--- config.mk ---
export PLATFORM = sky130hd
export DESIGN_NAME = quoted_string_unescaper_core_flat
export DESIGN_NICKNAME = d
export VERILOG_FILES = /design/src/hdl/qsu_pkg.sv /design/src/hdl/qsu_in_if.sv /design/src/hdl/qsu_out_if.sv /design/src/hdl/quoted_string_unescaper_core.sv /design/src/flat_wrapper.sv
export SDC_FILE = /design/constraint.sdc
export NUM_CORES = 1
export LEC_CHECK = 0
export ABC_AREA = 1
export ABC_CLOCK_PERIOD_IN_PS = 4700
export BUFFER_PORTS_ARGS = -buffer_cell sky130_fd_sc_hd__buf_4
export CORE_MARGIN = 3
export CORE_UTILIZATION = 40
export DETAILED_ROUTE_END_ITERATION = 6
export PLACE_DENSITY = 0.58
export SLEW_MARGIN = 10
export SYNTH_ARGS = -nofsm -noshare
export SYNTH_HDL_FRONTEND = slang
export SYNTH_SLANG_ARGS = --single-unit
--- constraint.sdc ---
create_clock -name i_clk -period 4.7 [get_ports i_clk]
set_input_delay 0.47 -clock i_clk [delete_from_list [all_inputs] [get_ports i_clk]]
set_output_delay 0.47 -clock i_clk [all_outputs]
set_load 0.005 [all_outputs]
--- src/hdl/qsu_pkg.sv ---
`default_nettype none

package qsu_pkg;

    // offsets from the opening quote, saturating
    localparam int unsigned OFFSET_BITS = 16;
    localparam logic [OFFSET_BITS-1:0] OFFSET_MAX = '1;

    // scan modes
    typedef enum logic [2:0] {
        MODE_OPEN     = 3'd0,
        MODE_DQ       = 3'd1,
        MODE_ESC      = 3'd2,
        MODE_SQ       = 3'd3,
        MODE_SQ_QUOTE = 3'd4,
        MODE_AFTER    = 3'd5,
        MODE_SKIP     = 3'd6
    } t_scan_mode;

    // error kinds as reported on status
    typedef enum logic [2:0] {
        ST_OK              = 3'd0,
        ST_NO_OPEN         = 3'd1,
        ST_TRAILING        = 3'd2,
        ST_INCOMPLETE_ESC  = 3'd3,
        ST_UNSUPPORTED_ESC = 3'd4,
        ST_UNTERMINATED    = 3'd5
    } t_status;

    localparam logic [7:0] CH_SPACE  = 8'h20;
    localparam logic [7:0] CH_TAB    = 8'h09;
    localparam logic [7:0] CH_CR     = 8'h0D;
    localparam logic [7:0] CH_LF     = 8'h0A;
    localparam logic [7:0] CH_SQUOTE = 8'h27;
    localparam logic [7:0] CH_DQUOTE = 8'h22;
    localparam logic [7:0] CH_BSLASH = 8'h5C;
    localparam logic [7:0] CH_BS     = 8'h08;
    localparam logic [7:0] CH_FF     = 8'h0C;
    localparam logic [7:0] CH_SLASH  = 8'h2F;
    localparam logic [7:0] CH_LOW_B  = 8'h62;
    localparam logic [7:0] CH_LOW_T  = 8'h74;
    localparam logic [7:0] CH_LOW_N  = 8'h6E;
    localparam logic [7:0] CH_LOW_F  = 8'h66;
    localparam logic [7:0] CH_LOW_R  = 8'h72;

    typedef struct packed {
        logic       ok;
        logic [7:0] value;
    } t_esc;

    function automatic logic is_space(input logic [7:0] c);
        return c inside {CH_SPACE, CH_TAB, CH_CR, CH_LF};
    endfunction

    // character after a backslash to the byte it stands for
    function automatic t_esc esc_decode(input logic [7:0] c);
        t_esc e;
        e.ok = 1'b1;
        case (c)
            CH_LOW_B:  e.value = CH_BS;
            CH_LOW_T:  e.value = CH_TAB;
            CH_LOW_N:  e.value = CH_LF;
            CH_LOW_F:  e.value = CH_FF;
            CH_LOW_R:  e.value = CH_CR;
            CH_DQUOTE: e.value = CH_DQUOTE;
            CH_SLASH:  e.value = CH_SLASH;
            CH_BSLASH: e.value = CH_BSLASH;
            default: begin
                e.ok    = 1'b0;
                e.value = 8'h00;
            end
        endcase
        return e;
    endfunction

    function automatic logic [OFFSET_BITS-1:0] offset_inc(input logic [OFFSET_BITS-1:0] v);
        return (v == OFFSET_MAX) ? OFFSET_MAX : v + 1'b1;
    endfunction

endpackage

`default_nettype wire

--- src/hdl/qsu_in_if.sv ---
`default_nettype none

interface qsu_in_if #(
    parameter int unsigned LINE_BITS   = 20,
    parameter int unsigned COLUMN_BITS = 16
);
    logic                   valid;
    logic                   ready;
    logic [7:0]             text_byte;
    logic                   last_byte;
    logic [LINE_BITS-1:0]   start_line;
    logic [COLUMN_BITS-1:0] start_column;

    modport source (output valid, text_byte, last_byte, start_line, start_column,
                    input ready);
    modport sink (input valid, text_byte, last_byte, start_line, start_column,
                  output ready);
endinterface

`default_nettype wire

--- src/hdl/qsu_out_if.sv ---
`default_nettype none

interface qsu_out_if #(
    parameter int unsigned LINE_BITS   = 20,
    parameter int unsigned COLUMN_BITS = 16
);
    logic                   valid;
    logic                   ready;
    logic [7:0]             out_byte;
    logic                   out_valid;
    logic                   done_res;
    logic [2:0]             status;
    logic [LINE_BITS-1:0]   error_line;
    logic [COLUMN_BITS-1:0] error_column;

    modport source (output valid, out_byte, out_valid, done_res, status, error_line,
                    error_column, input ready);
    modport sink (input valid, out_byte, out_valid, done_res, status, error_line,
                  error_column, output ready);
endinterface

`default_nettype wire

--- src/hdl/quoted_string_unescaper_core.sv ---
// channel  | dir | modport | payload
// ---------+-----+---------+-------------------------------------------------------
// i_in     | in  | sink    | text_byte, last_byte, start_line, start_column
// o_out    | out | source  | out_byte, out_valid, done_res, status, error_line,
//          |     |         | error_column
//
// one byte per clock sustained while o_out is ready; each transaction passes an input
// register and then a result register before it shows on o_out
// the scan state updates once per byte as it moves from input to result register
// reset is synchronous and active low; the scanner then expects an opening quote
// a stalled result holds in its register; the input register still accepts one
// transaction and moves it on the cycle the result is taken
`default_nettype none

module quoted_string_unescaper_core
    import qsu_pkg::*;
#(
    parameter int unsigned COLUMN_BITS = 16,
    parameter int unsigned LINE_BITS   = 20
) (
    input  wire      i_clk,
    input  wire      i_rst_n,
    qsu_in_if.sink   i_in,
    qsu_out_if.source o_out
);

    localparam int unsigned SUM_W =
        ((COLUMN_BITS > OFFSET_BITS) ? COLUMN_BITS : OFFSET_BITS) + 1;
    localparam logic [COLUMN_BITS-1:0] COL_MAX = '1;

    // input register
    logic                   r_s1_valid;
    logic [7:0]             r_s1_byte;
    logic                   r_s1_last;
    logic [LINE_BITS-1:0]   r_s1_line;
    logic [COLUMN_BITS-1:0] r_s1_col;

    // scan state
    t_scan_mode             r_mode,  n_mode;
    logic [OFFSET_BITS-1:0] r_off,   n_off;
    logic [LINE_BITS-1:0]   r_sline, n_sline;
    logic [COLUMN_BITS-1:0] r_scol,  n_scol;
    t_status                r_ekind, n_ekind;
    logic [OFFSET_BITS-1:0] r_eoff,  n_eoff;

    // result register
    logic                   r_res_valid;
    logic [7:0]             r_res_byte,  n_res_byte;
    logic                   r_res_bvalid, n_res_bvalid;
    logic                   r_res_done;
    t_status                r_res_status;
    logic [LINE_BITS-1:0]   r_res_line,  n_res_line;
    logic [COLUMN_BITS-1:0] r_res_col,   n_res_col;

    logic                   s1_adv;
    logic [OFFSET_BITS-1:0] off_cur;
    logic [SUM_W-1:0]       col_sum;
    t_esc                   esc;

    // the input register moves on when the result register is free or being taken
    assign s1_adv     = r_s1_valid && (!r_res_valid || o_out.ready);
    assign i_in.ready = !r_s1_valid || s1_adv;

    always_ff @(posedge i_clk) begin
        if (!i_rst_n) begin
            r_s1_valid <= 1'b0;
        end else if (i_in.ready) begin
            r_s1_valid <= i_in.valid;
        end
        if (i_in.valid && i_in.ready) begin
            r_s1_byte <= i_in.text_byte;
            r_s1_last <= i_in.last_byte;
            r_s1_line <= i_in.start_line;
            r_s1_col  <= i_in.start_column;
        end
    end

    // state register
    always_ff @(posedge i_clk) begin
        if (!i_rst_n) begin
            r_mode  <= MODE_OPEN;
            r_off   <= '0;
            r_sline <= '0;
            r_scol  <= '0;
            r_ekind <= ST_OK;
            r_eoff  <= '0;
        end else if (s1_adv) begin
            r_mode  <= n_mode;
            r_off   <= n_off;
            r_sline <= n_sline;
            r_scol  <= n_scol;
            r_ekind <= n_ekind;
            r_eoff  <= n_eoff;
        end
    end

    assign esc = esc_decode(r_s1_byte);
    // a new scalar counts from its opening quote at zero
    assign off_cur = (r_mode == MODE_OPEN) ? '0 : r_off;

    // next state and decoded byte for the byte in the input register
    always_comb begin
        n_mode       = r_mode;
        n_sline      = r_sline;
        n_scol       = r_scol;
        n_ekind      = r_ekind;
        n_eoff       = r_eoff;
        n_res_bvalid = 1'b0;
        n_res_byte   = 8'h00;

        case (r_mode)
            MODE_OPEN: begin
                n_ekind = ST_OK;
                n_eoff  = '0;
                n_sline = r_s1_line;
                n_scol  = r_s1_col;
                if (r_s1_byte == CH_DQUOTE) begin
                    n_mode = MODE_DQ;
                end else if (r_s1_byte == CH_SQUOTE) begin
                    n_mode = MODE_SQ;
                end else begin
                    n_mode  = MODE_SKIP;
                    n_ekind = ST_NO_OPEN;
                end
                // a lone quote never closes
                if (r_s1_last && n_mode != MODE_SKIP) begin
                    n_mode  = MODE_SKIP;
                    n_ekind = ST_UNTERMINATED;
                end
            end
            MODE_DQ: begin
                if (r_s1_byte == CH_DQUOTE) begin
                    n_mode = MODE_AFTER;
                    n_eoff = offset_inc(r_off);
                end else if (r_s1_byte == CH_BSLASH) begin
                    if (r_s1_last) begin
                        n_mode  = MODE_SKIP;
                        n_ekind = ST_INCOMPLETE_ESC;
                        n_eoff  = r_off;
                    end else begin
                        n_mode = MODE_ESC;
                    end
                end else begin
                    n_res_bvalid = 1'b1;
                    n_res_byte   = r_s1_byte;
                    if (r_s1_last) begin
                        n_mode  = MODE_SKIP;
                        n_ekind = ST_UNTERMINATED;
                        n_eoff  = '0;
                    end
                end
            end
            MODE_ESC: begin
                if (!esc.ok) begin
                    // report at the backslash
                    n_mode  = MODE_SKIP;
                    n_ekind = ST_UNSUPPORTED_ESC;
                    n_eoff  = (r_off == '0) ? '0 : r_off - 1'b1;
                end else begin
                    n_res_bvalid = 1'b1;
                    n_res_byte   = esc.value;
                    n_mode       = MODE_DQ;
                    if (r_s1_last) begin
                        n_mode  = MODE_SKIP;
                        n_ekind = ST_UNTERMINATED;
                        n_eoff  = '0;
                    end
                end
            end
            MODE_SQ: begin
                if (r_s1_byte == CH_SQUOTE) begin
                    n_mode = MODE_SQ_QUOTE;
                end else begin
                    n_res_bvalid = 1'b1;
                    n_res_byte   = r_s1_byte;
                    if (r_s1_last) begin
                        n_mode  = MODE_SKIP;
                        n_ekind = ST_UNTERMINATED;
                        n_eoff  = '0;
                    end
                end
            end
            MODE_SQ_QUOTE: begin
                // doubled quote gives one quote, one byte late
                if (r_s1_byte == CH_SQUOTE) begin
                    n_res_bvalid = 1'b1;
                    n_res_byte   = CH_SQUOTE;
                    n_mode       = MODE_SQ;
                    if (r_s1_last) begin
                        n_mode  = MODE_SKIP;
                        n_ekind = ST_UNTERMINATED;
                        n_eoff  = '0;
                    end
                end else if (is_space(r_s1_byte)) begin
                    n_mode = MODE_AFTER;
                    n_eoff = r_off;
                end else begin
                    n_mode  = MODE_SKIP;
                    n_ekind = ST_TRAILING;
                    n_eoff  = r_off;
                end
            end
            MODE_AFTER: begin
                if (!is_space(r_s1_byte)) begin
                    n_mode  = MODE_SKIP;
                    n_ekind = ST_TRAILING;
                end
            end
            default: begin
                // skip after an error, and any unused code
                n_mode = MODE_SKIP;
            end
        endcase

        if (r_s1_last) begin
            n_mode = MODE_OPEN;
        end
    end

    assign n_off = offset_inc(off_cur);

    // error position: saved column plus offset, saturating
    assign col_sum = SUM_W'(n_scol) + SUM_W'(n_eoff);

    always_comb begin
        if (n_ekind == ST_OK) begin
            n_res_line = '0;
            n_res_col  = '0;
        end else begin
            n_res_line = n_sline;
            n_res_col  = (col_sum > SUM_W'(COL_MAX)) ? COL_MAX
                                                     : col_sum[COLUMN_BITS-1:0];
        end
    end

    always_ff @(posedge i_clk) begin
        if (!i_rst_n) begin
            r_res_valid <= 1'b0;
        end else if (s1_adv) begin
            r_res_valid <= 1'b1;
        end else if (o_out.ready) begin
            r_res_valid <= 1'b0;
        end
        if (s1_adv) begin
            r_res_byte   <= n_res_byte;
            r_res_bvalid <= n_res_bvalid;
            r_res_done   <= r_s1_last;
            r_res_status <= n_ekind;
            r_res_line   <= n_res_line;
            r_res_col    <= n_res_col;
        end
    end

    assign o_out.valid        = r_res_valid;
    assign o_out.out_byte     = r_res_byte;
    assign o_out.out_valid    = r_res_bvalid;
    assign o_out.done_res     = r_res_done;
    assign o_out.status       = r_res_status;
    assign o_out.error_line   = r_res_line;
    assign o_out.error_column = r_res_col;

    // a finished scalar leaves the scanner waiting for a quote
    a_last_reopens: assert property (@(posedge i_clk) disable iff (!i_rst_n)
        s1_adv && r_s1_last |=> r_mode == MODE_OPEN)
        else $error("scan mode not reset after last byte");

    // skipping only happens with an error recorded
    a_skip_has_error: assert property (@(posedge i_clk) disable iff (!i_rst_n)
        r_mode == MODE_SKIP |-> r_ekind != ST_OK)
        else $error("skip mode without error kind");

    // no decoded byte means a zero byte
    a_empty_byte_zero: assert property (@(posedge i_clk) disable iff (!i_rst_n)
        r_res_valid && !r_res_bvalid |-> r_res_byte == 8'h00)
        else $error("nonzero byte with out_valid low");

    // no error means no position
    a_ok_no_position: assert property (@(posedge i_clk) disable iff (!i_rst_n)
        r_res_valid && r_res_status == ST_OK |-> r_res_line == '0 && r_res_col == '0)
        else $error("error position set without error");

endmodule

`default_nettype wire
--- src/flat_wrapper.sv ---
// flat-port wrapper written by rule: the top's interface ports become plain ports
module quoted_string_unescaper_core_flat import qsu_pkg::*;
#(
    parameter int unsigned COLUMN_BITS = 16,
    parameter int unsigned LINE_BITS   = 20
)
  (i_clk, i_rst_n, i_in_valid, i_in_text_byte, i_in_last_byte, i_in_start_line, i_in_start_column, i_in_ready, o_out_valid, o_out_out_byte, o_out_out_valid, o_out_done_res, o_out_status, o_out_error_line, o_out_error_column, o_out_ready);
  qsu_in_if #(.LINE_BITS(LINE_BITS), .COLUMN_BITS(COLUMN_BITS)) i_in_i ();
  qsu_out_if #(.LINE_BITS(LINE_BITS), .COLUMN_BITS(COLUMN_BITS)) o_out_i ();
  input  wire i_clk;
  input  wire i_rst_n;
  input wire logic [$bits(i_in_i.valid)-1:0] i_in_valid;
  input wire logic [$bits(i_in_i.text_byte)-1:0] i_in_text_byte;
  input wire logic [$bits(i_in_i.last_byte)-1:0] i_in_last_byte;
  input wire logic [$bits(i_in_i.start_line)-1:0] i_in_start_line;
  input wire logic [$bits(i_in_i.start_column)-1:0] i_in_start_column;
  output wire logic [$bits(i_in_i.ready)-1:0] i_in_ready;
  output wire logic [$bits(o_out_i.valid)-1:0] o_out_valid;
  output wire logic [$bits(o_out_i.out_byte)-1:0] o_out_out_byte;
  output wire logic [$bits(o_out_i.out_valid)-1:0] o_out_out_valid;
  output wire logic [$bits(o_out_i.done_res)-1:0] o_out_done_res;
  output wire logic [$bits(o_out_i.status)-1:0] o_out_status;
  output wire logic [$bits(o_out_i.error_line)-1:0] o_out_error_line;
  output wire logic [$bits(o_out_i.error_column)-1:0] o_out_error_column;
  input wire logic [$bits(o_out_i.ready)-1:0] o_out_ready;
  assign i_in_i.valid = i_in_valid;
  assign i_in_i.text_byte = i_in_text_byte;
  assign i_in_i.last_byte = i_in_last_byte;
  assign i_in_i.start_line = i_in_start_line;
  assign i_in_i.start_column = i_in_start_column;
  assign i_in_ready = i_in_i.ready;
  assign o_out_valid = o_out_i.valid;
  assign o_out_out_byte = o_out_i.out_byte;
  assign o_out_out_valid = o_out_i.out_valid;
  assign o_out_done_res = o_out_i.done_res;
  assign o_out_status = o_out_i.status;
  assign o_out_error_line = o_out_i.error_line;
  assign o_out_error_column = o_out_i.error_column;
  assign o_out_i.ready = o_out_ready;
  quoted_string_unescaper_core #(.COLUMN_BITS(COLUMN_BITS), .LINE_BITS(LINE_BITS)) u_core (.i_clk(i_clk), .i_rst_n(i_rst_n), .i_in(i_in_i), .o_out(o_out_i));
endmodule
==> key figures <==
Outcome
  • Status: complete, no violations

Worst setup path
  • Worst Path Required: around 5 ns
  • Worst Path Buf+Inv: 3
  • Slowest stage delay, CP: ~0.46 ns
  • Worst setup EP type: flip-flop
  • FF-to-FF End: u_core.o_out.error_column[5]
  • Crit Path Category: flip-flop to flip-flop
  • Worst reg-to-reg path cell count: 23
  • Arr. time, crit path: around 4.4 ns
  • CP dominant cell by count: nand3_1
  • Slowest CP cell: edfxtp_1
  • Crit-path max FO: 16
  • Setup crit start kind: flip-flop
  • Worst R2R Setup Slack: 0.54 ns
  • Top Family by Delay on Critical Path: simple AND/OR/NAND/NOR gates
  • CP Cell Sequence: inv_2, nand2_1, nor2_2, nand2_4, nand2_2, nor2_1, a21oi_1, nand2_1, nor3_1, nand3_1, ha_1, fa_1, nand3_1, nand3_1, a21oi_2, o21ai_0, nand3_1, nor2_1, nor2_1, buf_4, o21ai_0, nand2_1, inv_1
  • CP Launch Point: u_core.r_s1_byte[3]
  • RR Startpoint: u_core.r_s1_byte[3]

STA
  • Max-slew violations: 0
  • Max-slew headroom: 33.9%
  • Fin Setup TNS: 0 ns
  • Final period util: 88.4%
  • Skew final: ~0.014 ns
  • Tmin final: slightly above 4 ns
  • Fmax achieved: ~240 MHz
  • RSZ-0062 raised after global routing: no
  • Fin Hold WS: 0.204 ns
  • Endpoints failing setup: 0
  • Slew @ Worst Pin: 0.991 ns
  • Final hold vios: 0

Pwr
  • Peak supply drop: about 0.17 mV
  • Pwr Density: 329 mW/mm^2
  • Leak: between 5 and 6 nW

Clock tree
  • Hold-fix buffers, CTS: 0
  • Max Root-Sink Buffers: 2
  • Worst skew pair latency: between 0.4 and 0.5 ns
  • CTS buffer count: 17
  • CTS clk-pin slew, worst paths: about 0.080 ns
  • Root buf cell: clkbuf_16
  • CTS tree: yes
  • Setup Buffers After CTS: 0
  • Resized Gates After CTS: 0
  • Number of H-tree levels: 4
  • CTS Sinks: 170

Global routing
  • Grt ovf: 0
  • First-pass GRT wire length: about 46 mm
  • Vias in the first global route: between 8k and 9k
  • Antenna violations before repair: 0
  • Tot GR Track Use: 21.7%
  • Pin count of the biggest net entering global routing: 100

Worst hold path
  • Worst min-delay path endpoint: u_core.r_s1_line[17]
  • WHS Path Cells: 1
  • Hold wc startpoint: i_in_start_line[17]
  • HP Class: input port to flip-flop

Routing
  • Routed WL per cell: approximately 16 um
  • DRT iter0 DRCs: between 700 and 800
  • Post-DRT Antenna Nets: 0
  • DRC Markers: 0
  • Post-DR vias/cell: between 5 and 6
  • TritonRoute pass-1 iters: 5
  • Vias: 9204
  • Routed Wire Length: about 29 mm

Layout
  • Diode count: 0
  • Fillers: roughly 2.5k
  • Final nets: 1534
  • Share of cells above drive strength 1: ~14%
  • Area grow syn2layout: 16.2%

Floorplan
  • Io pins: 100
  • Die ar.: roughly 0.027 sq mm
  • Core ar.: ~0.025 sq mm
  • Die Width: 164 um
  • Overall die height: ~160 um
  • Starting Density: 41.0%
  • Core Rows: 57

Placement
  • Gp weighted congestion: 0.958
  • Buffers on Ports: 99
  • Post-DP HPWL: between 20 and 25 mm

Synthesis
  • #FFs+latches synth: between 150 and 200
  • Synth Net Count: between 1k and 1.5k
  • Syn Inst Count: between 1k and 1.5k
  • Asr flop ratio synth: 0%
  • YS warnings: 0
  • Distinct cells, synth: 46
  • Number of synthesized flops with an enable pin: 94
  • Register area share after synthesis: a little over two fifths
  • Syn Area/Cell: 7.24 sq um
  • Cell area after synthesis: 0.0100 sq mm
  • Top FF cell, synth: edfxtp_1

Job
  • Max cap viols: 0
-- per-layer routing --
layer	wire length, um	vias up	global-route usage, %
met1	13300	4295	29.9
met4	477	0	5.18
li1	-	4654	-
met5	0	-	0
met2	13500	219	35.7
met3	1380	36	3.71
-- per-stage QoR --
step                power [mW]  utilization [%]  worst slack [ns]  instance area, sq um  instances
global placement          2.40             45.1             0.621                 11100       1770
detailed placement        2.40             45.1             0.479                 11100       1770
global route              4.03             47.6            0.0914                 11700       1802
CTS                       3.87             47.6             0.451                 11700       1802
finish                    3.84             47.6             0.544                 11700       1802
floorplan                 2.19                -             0.979                 10000       1388
-- report_power, final --
group / switching [mW] / internal (mW)
Clock: 0.741 / 0.728
Sequential: 0.0536 / 1.68
Combinational: 0.405 / 0.227
Total: 1.20 / 2.64
-- cell families after synthesis --
group	share of synthesized area, %
compound gates	14.2
xor+xnor	2.18
fa+ha+maj	2.57
buf+inv	11.4
flops	43.2
simple gates	26.5
-- sequential cells by signal (all words and copies together), names as in the netlist, 3 cells and up --
signal / count
u_core.r_s1_byte: 8
u_core.r_scol: 16
u_core.o_out.error_line: 20
u_core.o_out.out_byte: 8
u_core.r_s1_line: 20
u_core.r_sline: 20
u_core.r_mode: 3
u_core.r_ekind: 3
u_core.r_eoff: 16
u_core.o_out.error_column: 16
u_core.o_out.status: 3
u_core.r_off: 16
u_core.r_s1_col: 16
-- final cells by class --
type | count | area [sq um] | share of cell area, %
clock buffers | 17 | 425 | 3.64
well taps | 324 | 405 | 3.47
flip-flops and latches | 170 | 4340 | 37.2
repair buffers | 117 | 878 | 7.52
clock inverters | 15 | 194 | 1.66
inverters | 230 | 865 | 7.40
multi-input cells | 929 | 4570 | 39.1
-- Yosys cell counts (3+ instances only) --
cell	instances	share of area, %
xor2_1	20	1.7
dfxtp_1	76	15
buf_2	16	0.80
nor2_1	151	5.6
o21ai_0	135	6.7
edfxtp_1	94	28
inv_2	24	0.90
clkbuf_1	32	1.2
a21oi_1	103	5.1
nor2_2	5	0.31
nand2_1	293	11
o211ai_1	9	0.67
buf_1	4	0.15
buf_6	4	0.45
ha_1	19	2.4
a31oi_1	10	0.62
xnor2_1	5	0.44
a21o_1	4	0.30
nand3_2	4	0.40
nor3_1	11	0.55
inv_1	204	7.6
o22ai_1	3	0.19
nand3_1	94	4.7
nand2_2	17	1.1
nand4_1	26	1.6
-- placed cells by master (no fill, tap or decap), drive strengths merged, types with 9 or more instances in the layout --
master and instances:
edfxtp 94, inv 232, buf 117, nand3 99, ha 19, clkbuf 17, clkinv 13, xor2 20
nand2 311, o21ai 136, a21oi 104, o211ai 9, nor2 158, a31oi 10, nor3 13, dfxtp 76
nand4 26
-- worst max-delay path by stage --
stage / slack (ns) / cells after the start / end
6_report: 0.54 / 23 / u_core.o_out.error_column[5]
5_1_grt: 0.09 / 23 / u_core.o_out.error_column[5]
4_1_cts: 0.45 / 22 / u_core.o_out.error_column[5]
3_5_place_dp: 0.48 / 22 / u_core.o_out.error_column[5]
3_3_place_gp: 0.62 / 22 / u_core.o_out.error_column[2]
2_1_floorplan: 0.98 / 24 / u_core.o_out.error_column[11]
Note: power is estimated with default switching activity, not from simulation.
